[src/rtl/sckm_pkg.sv]
// ----------------------------------------------------------------------------
// Serial command keyword matcher package
// Keyword table, command codes and byte constants shared by the design.
// ----------------------------------------------------------------------------
package sckm_pkg;

   // Number of keywords and the byte width of one keyword text field.
   localparam int NUM_KEYS = 10;
   localparam int KEY_BYTES = 16;

   // Command codes, in keyword priority order, then the unknown code.
   typedef enum logic [3:0] {
      CMD_STOP          = 4'd0,
      CMD_START         = 4'd1,
      CMD_PWM_LOW       = 4'd2,
      CMD_PWM_MID       = 4'd3,
      CMD_PWM_HIGH      = 4'd4,
      CMD_DUTY_SET      = 4'd5,
      CMD_SERVO_A       = 4'd6,
      CMD_SERVO_MA      = 4'd7,
      CMD_SERVO_RCO     = 4'd8,
      CMD_SERVO_LEFT    = 4'd9,
      CMD_UNKNOWN       = 4'd10
   } command_code_type;

   // Special bytes.
   localparam logic [7:0] END_BYTE   = 8'h2E;
   localparam logic [7:0] DIGIT_ZERO = 8'h30;

   // Preset duty values for the three pwm keywords.
   localparam logic [15:0] DUTY_WEEK   = 16'd20;
   localparam logic [15:0] DUTY_MID    = 16'd30;
   localparam logic [15:0] DUTY_STRONG = 16'd50;
   localparam logic [15:0] DUTY_LIMIT  = 16'd50;

   // The longest length a result reports.
   localparam logic [4:0] LEN_MAX = 5'd31;

   // One keyword text, padded with zero bytes at the top.
   typedef logic [8*KEY_BYTES-1:0] key_text_type;

   // Keyword text, right-aligned: the last character sits in the low byte.
   localparam key_text_type KEY_TEXT [NUM_KEYS] = '{
      key_text_type'("stop"),
      key_text_type'("start"),
      key_text_type'({"pwm_", "week"}),
      key_text_type'("pwm_mid"),
      key_text_type'({"pwm_", "strong"}),
      key_text_type'("d="),
      key_text_type'({"servomotor", "_a"}),
      key_text_type'({"servomotor", "_ma"}),
      key_text_type'({"servomotor", "_rco"}),
      key_text_type'({"servomotor", "_left"})
   };

   // Keyword lengths in bytes.
   localparam logic [3:0] KEY_LEN [NUM_KEYS] = '{
      4'd4, 4'd5, 4'd8, 4'd7, 4'd10, 4'd2, 4'd12, 4'd13, 4'd14, 4'd15
   };

   // Character of keyword key at position pos; pos must be below its length.
   function automatic logic [7:0] key_char(input int key, input logic [3:0] pos);
      logic [3:0] offset;
      offset = KEY_LEN[key] - 4'd1 - pos;
      return KEY_TEXT[key][8*offset +: 8];
   endfunction

endpackage

[src/rtl/sckm_req_if.sv]
// ----------------------------------------------------------------------------
// Received byte channel
// Valid/ready channel that carries one received serial byte per item.
// ----------------------------------------------------------------------------
interface sckm_req_if;
   logic       valid;
   logic       ready;
   logic [7:0] rx_byte;

   modport source (output valid, output rx_byte, input ready);
   modport sink   (input valid, input rx_byte, output ready);
endinterface

[src/rtl/sckm_rsp_if.sv]
// ----------------------------------------------------------------------------
// Command result channel
// Valid/ready channel that carries one decoded command per item.
// ----------------------------------------------------------------------------
interface sckm_rsp_if;
   logic        valid;
   logic        ready;
   logic [3:0]  command_code;
   logic [15:0] duty_value;
   logic [4:0]  message_length;

   modport source (output valid, output command_code, output duty_value,
                   output message_length, input ready);
   modport sink   (input valid, input command_code, input duty_value,
                   input message_length, output ready);
endinterface

[src/rtl/serial_command_keyword_matcher.sv]
// ----------------------------------------------------------------------------
// Serial command keyword matcher
// Matches dot-terminated serial messages against ten keywords on the fly
// and reports the command code, a duty value and the message length.
// ----------------------------------------------------------------------------
// Throughput: one byte item per clock cycle while results are taken.
// A result that waits stalls the input until it is taken.
// Latency: a result is valid in the cycle after its '.' item is accepted.
// The result register decides the rate: it is reloaded as it is taken.
// Reset clears the byte count and stored bytes, sets every keyword flag
// and empties the result register; no clearing pass is needed.
module serial_command_keyword_matcher #(
   parameter int COUNT_LIMIT = 31
) (
   input  logic             clock,
   input  logic             reset,
   sckm_req_if.sink         req_ch,
   sckm_rsp_if.source       rsp_ch
);
   import sckm_pkg::*;

   localparam int CW = $clog2(COUNT_LIMIT + 1);

   // Message state.
   logic [CW-1:0]       count_ff, count_in;
   logic [NUM_KEYS-1:0] flags_ff, flags_in;
   logic [7:0]          third_ff, third_in;
   logic [7:0]          fourth_ff, fourth_in;

   // Result register.
   logic                rsp_valid_ff, rsp_valid_in;
   command_code_type    code_ff, code_in;
   logic [15:0]         duty_ff, duty_in;
   logic [4:0]          length_ff, length_in;

   logic                accept;
   logic                is_end;
   command_code_type    match_code;
   logic [15:0]         parsed_duty;
   logic [15:0]         digit_a, digit_b, tens_sum;
   logic [4:0]          length_sat;

   // A new item is taken whenever the result register is empty or draining.
   assign req_ch.ready = !rsp_valid_ff || rsp_ch.ready;
   assign accept       = req_ch.valid && req_ch.ready;
   assign is_end       = (req_ch.rx_byte == END_BYTE);

   // First keyword whose flag survives and whose length is reached.
   always_comb begin
      match_code = CMD_UNKNOWN;
      for (int k = NUM_KEYS - 1; k >= 0; k--) begin
         if (flags_ff[k] && (count_ff >= CW'(KEY_LEN[k]))) begin
            match_code = command_code_type'(4'(k));
         end
      end
   end

   // Two-digit duty parse from the stored third and fourth bytes.
   always_comb begin
      digit_a  = 16'(signed'(8'(third_ff - DIGIT_ZERO)));
      digit_b  = 16'(signed'(8'(fourth_ff - DIGIT_ZERO)));
      tens_sum = (digit_a << 3) + (digit_a << 1) + digit_b;
      if (tens_sum > DUTY_LIMIT) begin
         parsed_duty = digit_a;
      end else begin
         parsed_duty = tens_sum;
      end
   end

   // Reported length saturates at the field's top value.
   always_comb begin
      if (32'(count_ff) > 32'(LEN_MAX)) begin
         length_sat = LEN_MAX;
      end else begin
         length_sat = 5'(count_ff);
      end
   end

   // Next message state and result register contents.
   always_comb begin
      count_in     = count_ff;
      flags_in     = flags_ff;
      third_in     = third_ff;
      fourth_in    = fourth_ff;
      rsp_valid_in = rsp_valid_ff && !rsp_ch.ready;
      code_in      = code_ff;
      duty_in      = duty_ff;
      length_in    = length_ff;

      if (accept && is_end) begin
         // The terminator closes the message and loads a result.
         rsp_valid_in = 1'b1;
         code_in      = match_code;
         length_in    = length_sat;
         unique case (match_code)
            CMD_PWM_LOW:    duty_in = DUTY_WEEK;
            CMD_PWM_MID:    duty_in = DUTY_MID;
            CMD_PWM_HIGH:   duty_in = DUTY_STRONG;
            CMD_DUTY_SET:   duty_in = parsed_duty;
            default:        duty_in = 16'd0;
         endcase
         count_in = '0;
         flags_in = '1;
      end else if (accept && (count_ff < CW'(COUNT_LIMIT))) begin
         // Any other byte extends the message until the count is full.
         for (int k = 0; k < NUM_KEYS; k++) begin
            if ((count_ff < CW'(KEY_LEN[k])) &&
                (key_char(k, count_ff[3:0]) != req_ch.rx_byte)) begin
               flags_in[k] = 1'b0;
            end
         end
         if (count_ff == CW'(2)) begin
            third_in = req_ch.rx_byte;
         end else if (count_ff == CW'(3)) begin
            fourth_in = req_ch.rx_byte;
         end
         count_in = count_ff + CW'(1);
      end
   end

   // State and result registers.
   always_ff @(posedge clock) begin
      if (reset) begin
         count_ff     <= '0;
         flags_ff     <= '1;
         third_ff     <= '0;
         fourth_ff    <= '0;
         rsp_valid_ff <= 1'b0;
      end else begin
         count_ff     <= count_in;
         flags_ff     <= flags_in;
         third_ff     <= third_in;
         fourth_ff    <= fourth_in;
         rsp_valid_ff <= rsp_valid_in;
      end
      code_ff   <= code_in;
      duty_ff   <= duty_in;
      length_ff <= length_in;
   end

   assign rsp_ch.valid          = rsp_valid_ff;
   assign rsp_ch.command_code   = code_ff;
   assign rsp_ch.duty_value     = duty_ff;
   assign rsp_ch.message_length = length_ff;

endmodule

[src/flat_wrapper.sv]
// flat-port wrapper written by rule: the top's interface ports become plain ports
module serial_command_keyword_matcher_flat import sckm_pkg::*;
#(
   parameter int COUNT_LIMIT = 31
)
  (clock, reset, req_ch_valid, req_ch_rx_byte, req_ch_ready, rsp_ch_valid, rsp_ch_command_code, rsp_ch_duty_value, rsp_ch_message_length, rsp_ch_ready);
  sckm_req_if req_ch_i ();
  sckm_rsp_if rsp_ch_i ();
  input  logic clock;
  input  logic reset;
  input wire logic [$bits(req_ch_i.valid)-1:0] req_ch_valid;
  input wire logic [$bits(req_ch_i.rx_byte)-1:0] req_ch_rx_byte;
  output wire logic [$bits(req_ch_i.ready)-1:0] req_ch_ready;
  output wire logic [$bits(rsp_ch_i.valid)-1:0] rsp_ch_valid;
  output wire logic [$bits(rsp_ch_i.command_code)-1:0] rsp_ch_command_code;
  output wire logic [$bits(rsp_ch_i.duty_value)-1:0] rsp_ch_duty_value;
  output wire logic [$bits(rsp_ch_i.message_length)-1:0] rsp_ch_message_length;
  input wire logic [$bits(rsp_ch_i.ready)-1:0] rsp_ch_ready;
  assign req_ch_i.valid = req_ch_valid;
  assign req_ch_i.rx_byte = req_ch_rx_byte;
  assign req_ch_ready = req_ch_i.ready;
  assign rsp_ch_valid = rsp_ch_i.valid;
  assign rsp_ch_command_code = rsp_ch_i.command_code;
  assign rsp_ch_duty_value = rsp_ch_i.duty_value;
  assign rsp_ch_message_length = rsp_ch_i.message_length;
  assign rsp_ch_i.ready = rsp_ch_ready;
  serial_command_keyword_matcher #(.COUNT_LIMIT(COUNT_LIMIT)) u_core (.clock(clock), .reset(reset), .req_ch(req_ch_i), .rsp_ch(rsp_ch_i));
endmodule
[config.mk]
export PLATFORM = sky130hd
export DESIGN_NAME = serial_command_keyword_matcher_flat
export DESIGN_NICKNAME = d
export VERILOG_FILES = /design/src/rtl/sckm_pkg.sv /design/src/rtl/sckm_req_if.sv /design/src/rtl/sckm_rsp_if.sv /design/src/rtl/serial_command_keyword_matcher.sv /design/src/flat_wrapper.sv
export SDC_FILE = /design/constraint.sdc
export NUM_CORES = 1
export LEC_CHECK = 0
export BUFFER_PORTS_ARGS = -buffer_cell sky130_fd_sc_hd__buf_4
export CAP_MARGIN = 20
export CORE_ASPECT_RATIO = 0.75
export CORE_UTILIZATION = 62
export DETAILED_ROUTE_END_ITERATION = 8
export GPL_ROUTABILITY_DRIVEN = 0
export GPL_TIMING_DRIVEN = 0
export PLACE_DENSITY = 0.79
export SKIP_LAST_GASP = 1
export SLEW_MARGIN = 20
export SYNTH_ARGS = -nofsm -noshare
export SYNTH_HDL_FRONTEND = slang
export SYNTH_SLANG_ARGS = --single-unit
export TNS_END_PERCENT = 30
[constraint.sdc]
create_clock -name clock -period 4.85 [get_ports clock]
set_input_delay 0.485 -clock clock [delete_from_list [all_inputs] [get_ports clock]]
set_output_delay 0.485 -clock clock [all_outputs]
set_load 0.02 [all_outputs]
==> impl_results.md <==
* Worst hold path class: reg -> reg
* Remaining Overflow, GRT at 0
* Relative slew slack at 41.3%
* Final period util at between 80 and 90%
* Mapped Nets at 721
* Num ports at 39
* Final Hold Viols at 0
* Final setup violation count at 0
* R2R depth at 15
* Clock Skew at 0.00873 ns
* Worst Hold End: u_core.flags_ff[5]$_SDFFE_PP1P_
* Crit-path max FO at 12
* Yosys reg bits at 57
* Final antenna diode count at 0
* Clk_lat worst skew at 0.33 ns
* Crit path DAT at ~4.3 ns
* Leak at 2.51 nW
* Number of vias per cell at between 6 and 7
* Seq/Total Area, Yosys at roughly a quarter
* Post-CTS setup buffer count at 0
* CTS clk-pin slew, worst paths at ~0.050 ns
* Worst path required time at 4.92 ns
* Largest net degree at the start of global routing at 14
* RSZ-0062 raised after global routing: no
* PD cells at 276 nW/um^2
* Die H at approximately 83 um
* Initial antenna violation count at 0
* Core area at 8490 sq um
* Antenna Nets Post-Route at 0
* Vias in the first global route at 5256
* CP startpoint: u_core.third_ff[4]$_SDFFE_PP0P_
* Syn Area/Cell at 8.23 sq um
* Root buf cell: clkbuf_16
* CTS tree: done
* Crit-path slowest cell: xor2_1
* First-pass GRT wire length at 27.2 mm
* Synth-to-layout area growth at 13.5%
* Port Buffers at 34
* Worst hold path cell count at 2
* Post-synth EDFFs at 25
* Setup crit end kind: flop
* Detailed Routing Iterations Pass 1 at 6
* Critical Path Max Stage Delay at 0.70 ns
* CP Launch Type: flop
* Gr usage total at between 30% and 40%
* Placed cell count at around 810
* Synthesized instance count at 661
* Placed cell area at 5860 sq um
* Measured slew at the worst slew-check pin at 0.881 ns
* Reg2Reg Setup Slack at between 0.5 and 0.6 ns
* Max IR drop VDD at about 0.00022 V
* R2R Path Start: u_core.third_ff[4]$_SDFFE_PP0P_
* Minimum hold slack at between 0.4 and 0.5 ns
* Total Power at 1.70 mW
* Status: finished, final reports clean
* Ys async rst share at 0%
* Hpwl dp at 12.3 mm
* DR iter-0 viols at between 700 and 800
* Starting Density at 64.1%
* Wirelength per Cell at 20.6 um
* Syn Std Cell Area at 5440 sq um
* Die width at around 110 um
* Remaining DRCs at 0
* Worst hold start: u_core.flags_ff[5]$_SDFFE_PP1P_
* Final #Nets at 769
* Total vias in the final route at 5478
* Primary FF master, synth: dfxtp_1
* Max Root-Sink Buffers at 2
* Die area at 9160 sq um
* Final Non-Filler Cells at 822
* Cell Chain, Critical Path: a21oi_1 -> xor2_1 -> ha_1 -> nor2b_1 -> o21ai_0 -> nand2b_1 -> ha_1 -> a2111oi_0 -> o21ai_0 -> o22ai_2 -> mux2_4 -> and3_1 -> buf_6 -> mux2i_1 -> o21ai_1
* CTS buffer count at 9
* Post_cts resized at 0
* Library cells used by synthesis at 73
* Share of cells above drive strength 1 at 12.6%
* Row count at 29
* CP Class: reg -> reg
* Final Max Tran Viols at 0
* Max_cap viols at 0
* Tmin final at roughly 4.3 ns
* Hold_buf cts at 0
* Syn. warnings at 0
* H-tree depth at 3
* Max Fclk at 235 MHz
* RR Endpoint: u_core.rsp_ch.duty_value[2]$_DFFE_PP_
* Clk sinks at 57
* Post-route cell area at about 6200 sq um
* WL final at 17.0 mm
* Post-layout util at 72.7%
==> synthesized netlist by cell type, types with 3 or more instances <==
library cell  number  area share (%)
buf_1              5            0.35
buf_2              6            0.55
o21ai_1            3            0.28
a211oi_1           3            0.41
mux2_2             3            0.62
o21a_1             5            0.69
dfxtp_1           32              12
nand3b_1           5            0.69
nor3_1            18             1.7
nand4_1            8            0.92
or3_1              6            0.69
o21ai_0           35             3.2
a2111oi_0          3            0.48
nor2_1            64             4.4
buf_4              5            0.69
xor2_1            28             4.5
o2111ai_1          4            0.64
edfxtp_1          25              14
mux2i_1           26             4.8
clkbuf_1          26             1.8
inv_1             32             2.2
o31a_1             3            0.48
o211ai_1           7            0.97
nand2_1           44             3.0
nor4_1             6            0.69
o31ai_1            4            0.55
o21bai_1           3            0.41
nor3b_1           13             1.8
and3_1             5            0.57
a31oi_1           12             1.4
or2_2              4            0.46
and2_1             3            0.35
nand3_1           14             1.3
ha_1              46              11
xnor2_1           40             6.4
nor2b_1           10             1.1
nand2b_1           7            0.80
a21oi_1           40             3.7
a21o_1            11             1.5
==> where the power goes <==
group	switching, mW	internal, mW	total, mW
clock	0.222	0.446	0.669
combinational	0.313	0.191	0.504
sequential	0.0162	0.515	0.531
total	0.552	1.15	1.70
==> layout make-up <==
type,instances,area [sq um]
Multi-Input combinational cell,528,3730
Fill cell,619,2320
Tap cell,108,135
Inverter,33,124
Buffer,43,195
Clock inverter,6,82.6
Timing Repair Buffer,37,282
Sequential cell,57,1390
Clock buffer,10,229
==> metrics by stage <==
| stage | setup TNS, ns | worst slack [ns] |
|---|---|---|
| after floorplan | 0 | 0.990 |
| after global placement | -7.49 | -0.491 |
| after detailed placement | 0 | 0.684 |
| after CTS | 0 | 0.611 |
| after global routing | 0 | 0.102 |
| final | 0 | 0.589 |
==> worst max path at each step <==
stage | endpoint | slack (ns) | cells after the start
after CTS | u_core.rsp_ch.duty_value[2]$_DFFE_PP_ | 0.61 | 15
after floorplan | u_core.fourth_ff[2]$_SDFFE_PP0P_ | 0.99 | 8
after global routing | u_core.rsp_ch.duty_value[2]$_DFFE_PP_ | 0.10 | 15
final | u_core.rsp_ch.duty_value[2]$_DFFE_PP_ | 0.59 | 15
after detailed placement | u_core.rsp_ch.duty_value[1]$_DFFE_PP_ | 0.68 | 15
after global placement | u_core.fourth_ff[5]$_SDFFE_PP0P_ | -0.49 | 8
==> sequential cells by signal, summed over array words and instances (netlist names) <==
register                      flops
u_core.rsp_ch.message_length      5
u_core.flags_ff                  10
u_core.rsp_ch.duty_value         16
u_core.rsp_ch.valid               1
u_core.third_ff                   8
u_core.rsp_ch.command_code        4
u_core.count_ff                   5
u_core.fourth_ff                  8
==> layout by cell type (no fill, tap or decap), types with 4 or more instances in the layout <==
cell type	instances
xor2_1	28
clkbuf_16	9
o21ai_0	35
o21a_1	5
edfxtp_1	25
or3_1	6
buf_4	41
mux2i_1	26
dfxtp_1	32
nor3b_1	13
nor2b_1	10
nand3_1	14
o31ai_1	4
nor2_1	64
xnor2_1	40
o2111ai_1	4
o211ai_1	7
and3_1	5
a21o_1	11
ha_1	46
nand3b_1	5
nor3_1	17
nor4_1	6
a31oi_1	12
nand4_1	8
nand2b_1	7
nand2_1	44
a21oi_1	40
buf_1	5
inv_1	32
clkbuf_1	27
buf_2	6
or2_2	4
==> critical path: cells and delay by family (launching register included) <==
family / cells / cell delay [ns]
compound gates: 6 / 1.21
xor+xnor: 1 / 0.70
fa+ha+maj: 2 / 0.63
mux: 2 / 0.58
simple gates: 3 / 0.39
flops: 1 / 0.35
buf+inv: 1 / 0.13
==> kinds of logic after synthesis <==
| kind of cell | share of synthesized area, % |
|---|---|
| flip-flops | 25.6 |
| AO/OA/AOI/OAI | 19.9 |
| XOR/XNOR | 10.9 |
| buffers and inverters | 5.86 |
| multiplexers | 5.96 |
| AND/OR/NAND/NOR | 20.4 |
| adder cells (fa/ha/maj) | 11.3 |
==> metal layers <==
layer  share of wire [%]  wire (um)  GRT usage, %  vias up
met3                  12       2090          11.9       72
met2                  42       7150          56.9      364
li1                    -          -             -     2467
met4                 3.0        510          12.1        0
met5                   0          0             0        -
met1                  43       7210          55.0     2575
Power figures use the tool's default switching activity.
